### src/rtl/ngfa_pkg.sv
// ----------------------------------------------------------------------------
// ngfa_pkg
// Shared types and constants of the 2D direct-sum gravity force accumulator.
// ----------------------------------------------------------------------------
package ngfa_pkg;

  // Default capacity of the body store.
  localparam int unsigned MAX_BODIES_DEF = 64;

  // Field widths.
  localparam int unsigned POS_W   = 32;
  localparam int unsigned MASS_W  = 32;
  localparam int unsigned FORCE_W = 48;
  localparam int unsigned IDX_W   = 6;

  // Entries of the command queue between front and back.
  localparam int unsigned QUEUE_DEPTH = 2;

  // Iteration counts of the pair unit.
  localparam int unsigned ROOT_STEPS = 50;
  localparam int unsigned UNIT_STEPS = 16;

  // G scaled into Q.16 is 1000 * 65536; the 65536 is folded into a shift.
  localparam logic [9:0]  GRAV_K     = 10'd1000;
  // Squared distance floor, 1.0 in Q.16.
  localparam logic [66:0] DIST_FLOOR = 67'd65536;
  // Unit vector component 1.0 in Q.16.
  localparam logic [16:0] UNIT_ONE   = 17'h10000;

  localparam logic signed [FORCE_W-1:0] FORCE_MAX = 48'sh7FFF_FFFF_FFFF;
  localparam logic signed [FORCE_W-1:0] FORCE_MIN = 48'sh8000_0000_0000;

  // One body as held in the store.
  typedef struct packed {
    logic signed [POS_W-1:0] x;
    logic signed [POS_W-1:0] y;
    logic [MASS_W-1:0]       m;
  } body_t;

  // Classified load transaction passed from front to back.
  typedef struct packed {
    body_t body;
    logic  keep;
    logic  last;
  } cmd_t;

  // Result of one pair evaluation.
  typedef struct packed {
    logic signed [FORCE_W-1:0] cx;
    logic signed [FORCE_W-1:0] cy;
    logic                      sat;
  } pair_res_t;

  typedef enum logic [3:0] {
    P_IDLE, P_MUL, P_PREP, P_ROOT, P_UPREP, P_UDIV, P_SCALE, P_SIGN, P_DONE
  } pair_state_e;

  typedef enum logic [2:0] {
    B_IDLE, B_RD_I, B_GET_I, B_RD_J, B_GET_J, B_PAIR, B_EMIT
  } back_state_e;

endpackage

### src/rtl/ngfa_front.sv
// ----------------------------------------------------------------------------
// ngfa_front
// Accepts load transactions and marks each as stored or dropped for capacity.
// ----------------------------------------------------------------------------
module ngfa_front import ngfa_pkg::*; #(
  parameter int unsigned MAX_BODIES = MAX_BODIES_DEF
) (
  input  logic                    clk_i,
  input  logic                    rst_ni,
  input  logic                    start_i,
  input  logic signed [POS_W-1:0] body_x_i,
  input  logic signed [POS_W-1:0] body_y_i,
  input  logic [MASS_W-1:0]       body_mass_i,
  input  logic                    last_body_i,
  input  logic                    full_i,
  output logic                    push_o,
  output cmd_t                    cmd_o
);

  localparam int unsigned CW = $clog2(MAX_BODIES + 1);

  logic [CW-1:0] count_q, count_d;
  logic          keep;

  assign keep   = (count_q < CW'(MAX_BODIES));
  assign push_o = start_i && !full_i;

  // Build the classified command.
  always_comb begin
    cmd_o.body.x = body_x_i;
    cmd_o.body.y = body_y_i;
    cmd_o.body.m = body_mass_i;
    cmd_o.keep   = keep;
    cmd_o.last   = last_body_i;
  end

  // Count stored bodies of the current set.
  always_comb begin
    count_d = count_q;
    if (push_o) begin
      if (last_body_i) begin
        count_d = '0;
      end else if (keep) begin
        count_d = count_q + 1'b1;
      end
    end
  end

  always_ff @(posedge clk_i or negedge rst_ni) begin
    if (!rst_ni) begin
      count_q <= '0;
    end else begin
      count_q <= count_d;
    end
  end

endmodule

### config.mk
export PLATFORM = sky130hd
export DESIGN_NAME = ngfa_front
export DESIGN_NICKNAME = d
export VERILOG_FILES = /design/src/rtl/ngfa_pkg.sv /design/src/rtl/ngfa_front.sv
export SDC_FILE = /design/constraint.sdc
export NUM_CORES = 1
export LEC_CHECK = 0
export BUFFER_PORTS_ARGS = -buffer_cell sky130_fd_sc_hd__buf_2
export CAP_MARGIN = 30
export CELL_PAD_IN_SITES_DETAIL_PLACEMENT = 1
export CELL_PAD_IN_SITES_GLOBAL_PLACEMENT = 2
export CORE_MARGIN = 2
export CORE_UTILIZATION = 12
export DETAILED_ROUTE_END_ITERATION = 8
export PLACE_DENSITY_LB_ADDON = 0.1
export SYNTH_ARGS = -nofsm -noshare
export SYNTH_HDL_FRONTEND = slang
export SYNTH_SLANG_ARGS = --single-unit
### constraint.sdc
create_clock -name clk_i -period 3.4 [get_ports clk_i]
set_clock_uncertainty 0.1 [all_clocks]
set_input_delay 0.51 -clock clk_i [delete_from_list [all_inputs] [get_ports clk_i]]
set_output_delay 0.51 -clock clk_i [all_outputs]
set_load 0.01 [all_outputs]
==> metrics <==
Avg Synthesized Cell Area slightly above 8 sq um; mean routed wirelength per cell 10.19 um; Clock power frac between 40% and 50%; first-pass GRT wire length 2884 um; setup TNS 0 ns; Seq pwr share 39.8%; TritonCTS buffer count 3; final setup vio count 0; Die Ht between 100 and 150 um; vias in the first global route 536; met3 Use GR 2.208%; CP Launch Type register; Die Wd 101.5 um; Syn. warnings 0; root buf cell clkbuf_8; Max Fanout on Critical Path 9; clk_lat worst skew around 0.23 ns; gr ovfl total 0; Reg clk slew, reported paths 0.04 ns; Ports 200; Hold Fails Final Rpt 0; DR vias 450; core footprint about 0.009 sq mm; clk buf depth 2; HP Class in2async; hpwl dp approximately 1400 um; met1 GRT Util ~4.0%; drc violations 0; r2r worst-path depth 3; required time of the critical path 3.41 ns; critical path class reg2reg; RSZ-0062 raised after global routing false; met2 Use GR under 10%; Synth cell types 19; Mapped Cells 140; Switching Fraction 25.17%; DRT antenna net count 0; Slew HR approximately two thirds; layout cells sized above 1 24.00%; Total GRT Usage about 3.8%; Largest regs count_q x7; sequential share of the synthesized area 15.37%; number of flip-flops in the largest register 7; Worst Setup End Kind register; reg2reg end count_q[5]$_DFFE_PN0P_; final instance area 619.3 sq um; Max-Cap Viols 0; flop2flop setup slack roughly 1.8 ns; Mapped Area ~0.0011 sq mm; worst-margin pin slew ~0.53 ns; Internal Power 0.0001830 W; Fmax slightly above 600 MHz; combinational group share of total power a little over a tenth; cell leakage power 0.2183 nW; largest reg by FF count count_q; TritonCTS clock tree yes; Final Net Count roughly 150; Worst VDD drop between 0.06 and 0.07 mV; filler instances approximately 1.1k; CTS Hold Bufs 0; Placer Congestion ~0.58; H-tree Lvls 1; WL final 1824 um; Final Cycle Share 47.68%; CTS sink cnt 7; row count 35; Mapped Nets between 200 and 250; flops & latches, synth 7; I/O Buffers 7; pin count of the biggest net entering global routing 14; gr busiest metal met4; post-placement cell area around 570 sq um; vias per cell approximately 2.5; initial antenna violation count 0; commonest non-fill, non-tap cells in the layout dfrtp_1, buf_2, inv_1, or4_1, a21oi_1; Final Max Slew Viols 0; n_diodes 0; Crit path arrival time around 1.6 ns; die area around 0.01 sq mm; power per cell area slightly below 400 mW/mm^2; outcome finished clean; Final Critical Period between 1.5 and 2 ns; DR pass1 iterations 2; Initial Util roughly 12%; number of post-CTS setup repair buffers 0; Worst R2R Start count_q[6]$_DFFE_PN0P_; 1st-iter DRT viols 10; post_cts resized 0; net switching power between 0.00006 and 0.00007 W; area grow syn2layout -45.66%
==> worst max path at each step <==
stage          cells after the start                     end              startpoint
2_1_floorplan                      4  count_q[5]$_DFFE_PN0P_                  full_i
3_3_place_gp                       4  count_q[5]$_DFFE_PN0P_             last_body_i
3_5_place_dp                       4  count_q[5]$_DFFE_PN0P_                  full_i
4_1_cts                            4                  push_o                  full_i
5_1_grt                            3  count_q[5]$_DFFE_PN0P_  count_q[6]$_DFFE_PN0P_
6_report                           3  count_q[5]$_DFFE_PN0P_  count_q[6]$_DFFE_PN0P_
==> cells in the mapped netlist <==
cell type / count / area, sq um
nand2_1: 3 / 11.26
nor2_1: 1 / 3.750
nand3_1: 2 / 10.01
ha_1: 1 / 12.51
nand2b_4: 1 / 13.76
o21ai_0: 2 / 10.01
or4_1: 4 / 30.03
nor2b_1: 2 / 12.51
and3b_1: 1 / 8.760
inv_1: 4 / 15.01
nor4_1: 1 / 6.260
dfrtp_1: 7 / 175.2
a21oi_1: 4 / 20.02
or3_1: 1 / 6.260
o41ai_1: 1 / 8.760
buf_4: 100 / 750.7
o31ai_1: 3 / 22.52
buf_6: 1 / 11.26
mux2_2: 1 / 11.26
==> per-stage QoR <==
stage | power, W | instances | hold WS, ns | setup slack [ns] | utilization (%)
2_1_floorplan | 0.0002310 | 140 | 0.1144 | 1.761 | -
3_3_place_gp | 0.0001287 | 175 | 0.2910 | 1.619 | 6.215
3_5_place_dp | 0.0001269 | 175 | 0.2828 | 1.619 | 6.215
4_1_cts | 0.0002534 | 179 | 0.03257 | 1.771 | 6.703
5_1_grt | 0.0002623 | 179 | 0.03486 | 1.706 | 6.703
6_report | 0.0002446 | 179 | 0.02922 | 1.779 | 6.703
==> metal layers <==
metal | wire length [um] | share of wire, %
met5 | 0 | 0
met4 | 208 | 11
met3 | 245 | 13
met2 | 635 | 35
met1 | 734 | 40
==> cells by family (layout without fill, tap and decap cells) <==
group                    after synthesis  in the layout  share of synthesized area, %
adder cells (fa/ha/maj)                1              1                         1.098
AND/OR/NAND/NOR                       16             16                         9.001
buffers and inverters                105             15                         68.17
multiplexers                           1              1                        0.9879
AO/OA/AOI/OAI                         10             10                         5.379
flip-flops                             7              7                         15.37
==> cell type report <==
class	count	area (sq um)	share of cell area, %
Clock buffer	4	45.04	7.273
Inverter	4	15.01	2.424
Multi-Input combinational cell	28	187.7	30.30
Sequential cell	7	175.2	28.28
Tap cell	129	161.4	26.06
Timing Repair Buffer	7	35.03	5.657
==> worst max-delay path, stage by stage (launching register included) <==
cell and delay (ns):
dfrtp_1 0.42, nor2b_1 0.24, nor4_1 0.37, mux2_2 0.37
==> power by group through the flow <==
stage	Clock, W	Sequential (W)	Combinational, W
after global placement	0	0.0000998	0.0000289
after global routing	0.000132	0.0000990	0.0000313
after detailed placement	0	0.0000990	0.0000279
final	0.000121	0.0000974	0.0000263
after floorplan	0	0.0000964	0.000135
after CTS	0.000128	0.0000976	0.0000278
No activity file was read; power rests on OpenSTA's default activity.
