## src/rtl/ngfa_pkg.sv

```systemverilog
// ----------------------------------------------------------------------------
// ngfa_pkg
// Shared types and constants of the 2D direct-sum gravity force accumulator.
// ----------------------------------------------------------------------------
package ngfa_pkg;

  // Default capacity of the body store.
  localparam int unsigned MAX_BODIES_DEF = 64;

  // Field widths.
  localparam int unsigned POS_W   = 32;
  localparam int unsigned MASS_W  = 32;
  localparam int unsigned FORCE_W = 48;
  localparam int unsigned IDX_W   = 6;

  // Entries of the command queue between front and back.
  localparam int unsigned QUEUE_DEPTH = 2;

  // Iteration counts of the pair unit.
  localparam int unsigned ROOT_STEPS = 50;
  localparam int unsigned UNIT_STEPS = 16;

  // G scaled into Q.16 is 1000 * 65536; the 65536 is folded into a shift.
  localparam logic [9:0]  GRAV_K     = 10'd1000;
  // Squared distance floor, 1.0 in Q.16.
  localparam logic [66:0] DIST_FLOOR = 67'd65536;
  // Unit vector component 1.0 in Q.16.
  localparam logic [16:0] UNIT_ONE   = 17'h10000;

  localparam logic signed [FORCE_W-1:0] FORCE_MAX = 48'sh7FFF_FFFF_FFFF;
  localparam logic signed [FORCE_W-1:0] FORCE_MIN = 48'sh8000_0000_0000;

  // One body as held in the store.
  typedef struct packed {
    logic signed [POS_W-1:0] x;
    logic signed [POS_W-1:0] y;
    logic [MASS_W-1:0]       m;
  } body_t;

  // Classified load transaction passed from front to back.
  typedef struct packed {
    body_t body;
    logic  keep;
    logic  last;
  } cmd_t;

  // Result of one pair evaluation.
  typedef struct packed {
    logic signed [FORCE_W-1:0] cx;
    logic signed [FORCE_W-1:0] cy;
    logic                      sat;
  } pair_res_t;

  typedef enum logic [3:0] {
    P_IDLE, P_MUL, P_PREP, P_ROOT, P_UPREP, P_UDIV, P_SCALE, P_SIGN, P_DONE
  } pair_state_e;

  typedef enum logic [2:0] {
    B_IDLE, B_RD_I, B_GET_I, B_RD_J, B_GET_J, B_PAIR, B_EMIT
  } back_state_e;

endpackage

```

## src/rtl/ngfa_queue.sv

```systemverilog
// ----------------------------------------------------------------------------
// ngfa_queue
// Short command queue that decouples the load front from the compute back.
// ----------------------------------------------------------------------------
module ngfa_queue import ngfa_pkg::*; (
  input  logic clk_i,
  input  logic rst_ni,
  input  logic push_i,
  input  cmd_t cmd_i,
  input  logic pop_i,
  output cmd_t cmd_o,
  output logic full_o,
  output logic empty_o
);

  localparam int unsigned PW = $clog2(QUEUE_DEPTH);

  cmd_t            slot_q [QUEUE_DEPTH];
  logic [PW-1:0]   wr_q, wr_d, rd_q, rd_d;
  logic [PW:0]     cnt_q, cnt_d;
  logic            do_push, do_pop;

  assign full_o  = (cnt_q == (PW+1)'(QUEUE_DEPTH));
  assign empty_o = (cnt_q == '0);
  assign do_push = push_i && !full_o;
  assign do_pop  = pop_i && !empty_o;
  assign cmd_o   = slot_q[rd_q];

  // Pointer and fill count update.
  always_comb begin
    wr_d  = wr_q;
    rd_d  = rd_q;
    cnt_d = cnt_q;
    if (do_push) begin
      wr_d = (wr_q == PW'(QUEUE_DEPTH - 1)) ? '0 : wr_q + 1'b1;
    end
    if (do_pop) begin
      rd_d = (rd_q == PW'(QUEUE_DEPTH - 1)) ? '0 : rd_q + 1'b1;
    end
    if (do_push && !do_pop) begin
      cnt_d = cnt_q + 1'b1;
    end else if (do_pop && !do_push) begin
      cnt_d = cnt_q - 1'b1;
    end
  end

  always_ff @(posedge clk_i or negedge rst_ni) begin
    if (!rst_ni) begin
      wr_q  <= '0;
      rd_q  <= '0;
      cnt_q <= '0;
    end else begin
      wr_q  <= wr_d;
      rd_q  <= rd_d;
      cnt_q <= cnt_d;
    end
  end

  // Entry storage.
  always_ff @(posedge clk_i) begin
    if (do_push) begin
      slot_q[wr_q] <= cmd_i;
    end
  end

endmodule

```

## config.mk

```make
export PLATFORM = sky130hd
export DESIGN_NAME = ngfa_queue
export DESIGN_NICKNAME = d
export VERILOG_FILES = /design/src/rtl/ngfa_pkg.sv /design/src/rtl/ngfa_queue.sv
export SDC_FILE = /design/constraint.sdc
export NUM_CORES = 1
export LEC_CHECK = 0
export BUFFER_PORTS_ARGS = -buffer_cell sky130_fd_sc_hd__buf_2
export CAP_MARGIN = 5
export CORE_MARGIN = 4
export CORE_UTILIZATION = 51
export CTS_CLUSTER_SIZE = 10
export DETAILED_ROUTE_END_ITERATION = 10
export PLACE_DENSITY_LB_ADDON = 0.05
export RECOVER_POWER = 50
export SYNTH_ARGS = -nofsm -noshare
export SYNTH_HDL_FRONTEND = slang
export SYNTH_SLANG_ARGS = --single-unit
```

## constraint.sdc

```tcl
create_clock -name clk_i -period 7.49 [get_ports clk_i]
set_input_delay 0.3745 -clock clk_i [delete_from_list [all_inputs] [get_ports clk_i]]
set_output_delay 0.3745 -clock clk_i [all_outputs]
set_load 0.05 [all_outputs]
```

==> flow_metrics.tcl <==
set metrics [dict create \
    outcome "finished, violations left" \
    violations "max-capacitance violations, max-slew violations" \
    gp_congestion 0.714 \
    static-leakage-power_nw 3.31 \
    synth_mux_area_share_pct 15.6 \
    clockRootBuffer "clkbuf_16" \
    main_combinational_cell_family_by_area_after_synthesis "multiplexers" \
    timing_hold_violations_final 0 \
    die-width_um 128 \
    tightestPinTransition_ns 2.10 \
    postRouteAntennaNets 0 \
    finalWorstPathRequiredPeriod_ns 3.41 \
    final_design_area_no_fill_um2 8990 \
    grt_total_usage_pct 15.9 \
    place.port_buffers 201 \
    ff2ff_path_depth 3 \
    totalPowerFinal_w 0.00421 \
    detailroute.via_count 3644 \
    setup_viol_count_final 0 \
    largest_net_degree_at_the_start_of_global_routing 77 \
    synth_adder_area_share_pct 0.171 \
    post_route_cells_drive_above_1_share_pct 52.2 \
    yosys_register_bits 200 \
    leading_cell_type_in_the_layout_fill_and_taps_excluded "edfxtp_1" \
    post_dp_cell_area_um2 8490 \
    cts_max_level 4 \
    post_synth_xor_area_fraction_pct 0.600 \
    syn-instance-count 324 \
    flow.area_growth_from_synthesis_pct 23.2 \
    final_cell_mix "196 x edfxtp_1, 158 x buf_2, 88 x mux2_2" \
    rsz0062_at_grt "false" \
    viasPerCell 4.99 \
    insertedDiodeCount 0 \
    max_clock_freq_ghz 0.293 \
    hpwlAfterDp_um 8230 \
    final_cycle_utilization_of_the_critical_path_pct 45.5 \
    slew_violations 47 \
    path_class "reg2reg" \
    final.setup.tns_ns 0 \
    ys.warnings.count 0 \
    number_of_nets_in_the_final_layout 640 \
    grt_pass1_wl_um 19300 \
    synth-compound-area-share_pct 0.0686 \
    mappedNetlistNets 427 \
    core_um2 13900 \
    die_h_um 128 \
    postLayoutCoreUtil_pct 64.5 \
    floorplan.initialDensity_pct 52.4 \
    cts_clk_pin_slew_worst_paths_ns 0.06 \
    antenna_found_initial 1 \
    post_synth_and_or_nand_nor_area_fraction_pct 0.377 \
    min-delay-path-class "in2reg" \
    power_density_nw_per_um2 469 \
    die_ar_um2 16300 \
    cp-end-kind "flip-flop" \
    cts_tree "yes" \
    synth_cell_types 15 \
    cts_made_buffers 17 \
    boundaryPins 202 \
    worstSkewPairLatency_ns 0.42 \
    critical_path.startpoint_type "flip-flop" \
    numPlacedInstances 697 \
    worst-path-max-fanout 53 \
    critical_path_arrival_ns 3.46 \
    instances_no_fill 730 \
    first_global_vias 3852 \
    total_number_of_placement_rows 43 \
    finalClockSkew_ns 0.00524 \
    finalWirelength_um 12700 \
    cts.path.max_buffers 2 \
    synth_seq_area_share_pct 82.0 \
    whs_path_depth 1 \
    drt_first_iter_violations 149 \
    relSlewSlack_pct -40.1 \
    syn_area_per_cell_um2 22.5 \
    timing.max_cap.violations 1 \
    irDropWorstVdd_mv 0.250 \
    route.detailed.wl_per_inst_um 17.4 \
    route.detailed.drc 0 \
    required_ns 7.54 \
    mappedNetlistArea_um2 7300 \
    grt_overflow_total 0 \
    drt-pass1-iter-count 4 \
    cts.sinks 200 \
]
==> cells by family after synthesis <==
| logic type | Yosys count |
|---|---|
| fa+ha+maj | 1 |
| buf+inv | 13 |
| compound gates | 1 |
| xor+xnor | 5 |
| simple gates | 6 |
| flops | 200 |
| mux | 98 |
==> final timing paths <==
kind | start | endpoint | slack, ns
hold reg to reg | cnt_q[1] | cnt_q[1] | 0.53
setup reg to reg | cnt_q[0] | slot_q[1][49] | 4.08
hold / removal | cmd_i[11] | slot_q[1][11] | 0.14
min in group asynchronous | rst_ni | rd_q | 0.32
max in group asynchronous | rst_ni | rd_q | 6.95
setup / recovery | cnt_q[0] | slot_q[1][49] | 4.08
==> worst max-delay path, stage by stage, from the launching register on <==
cell,delay (ns)
dfrtp_1,0.41
nand2b_1,0.17
and3_1,1.60
buf_4,0.79
==> final cells by class <==
type	count	area [um^2]
sequential	200	5990
fill	1045	4940
multi-input combinational	111	1240
timing repair buffer	205	985
clock buffer	22	444
tap	180	225
clock inverter	10	104
inverter	2	7.51
==> sequential cells by signal, indices dropped and copies added, names as in the netlist <==
register  count
rd_q          1
slot_q      196
wr_q          1
cnt_q         2
==> cell usage after synthesis, drive strengths merged <==
library cell / instances / area (um^2)
nor2: 3 / 11.3
inv: 2 / 7.51
dfrtp: 4 / 100
buf: 11 / 73.8
o21ai: 1 / 5.00
edfxtp: 196 / 5890
mux2: 98 / 1140
and3: 1 / 6.26
xor2: 2 / 17.5
ha: 1 / 12.5
nand2b: 1 / 6.26
nand2: 1 / 3.75
xnor2: 3 / 26.3
==> through the flow <==
step                      hold WS, ns  setup slack, ns
final                           0.138             4.08
after global routing            0.112             3.75
after CTS                       0.117             4.42
after detailed placement        0.185             4.61
after global placement          0.184             4.67
after floorplan                0.0789             2.21
==> per-layer routing <==
layer  routed length [um]  track usage (%)  up-vias  share of wire, %
met5                   13                0        -              0.10
met4                  217             6.37        2               1.7
met3                 1150             7.07       18               9.0
met2                 6510             26.8      122                51
met1                 4800             17.9     1793                38
li1                     -                -     1709                 -
==> timing repair <==
action | in CTS | in global routing
hold endpoints to repair | 4 | 0
resized for setup | 0 | 0
buffers inserted | 0 | 0
hold buffers | 1 | 0
==> power by group <==
part / internal (W) / switching, W / leakage (nW)
Combinational: 0.000469 / 0.00128 / 1.18
Clock: 0.000487 / 0.000361 / 0.265
Sequential: 0.00154 / 0.0000787 / 1.87
No activity file was read; power rests on OpenSTA's default activity.
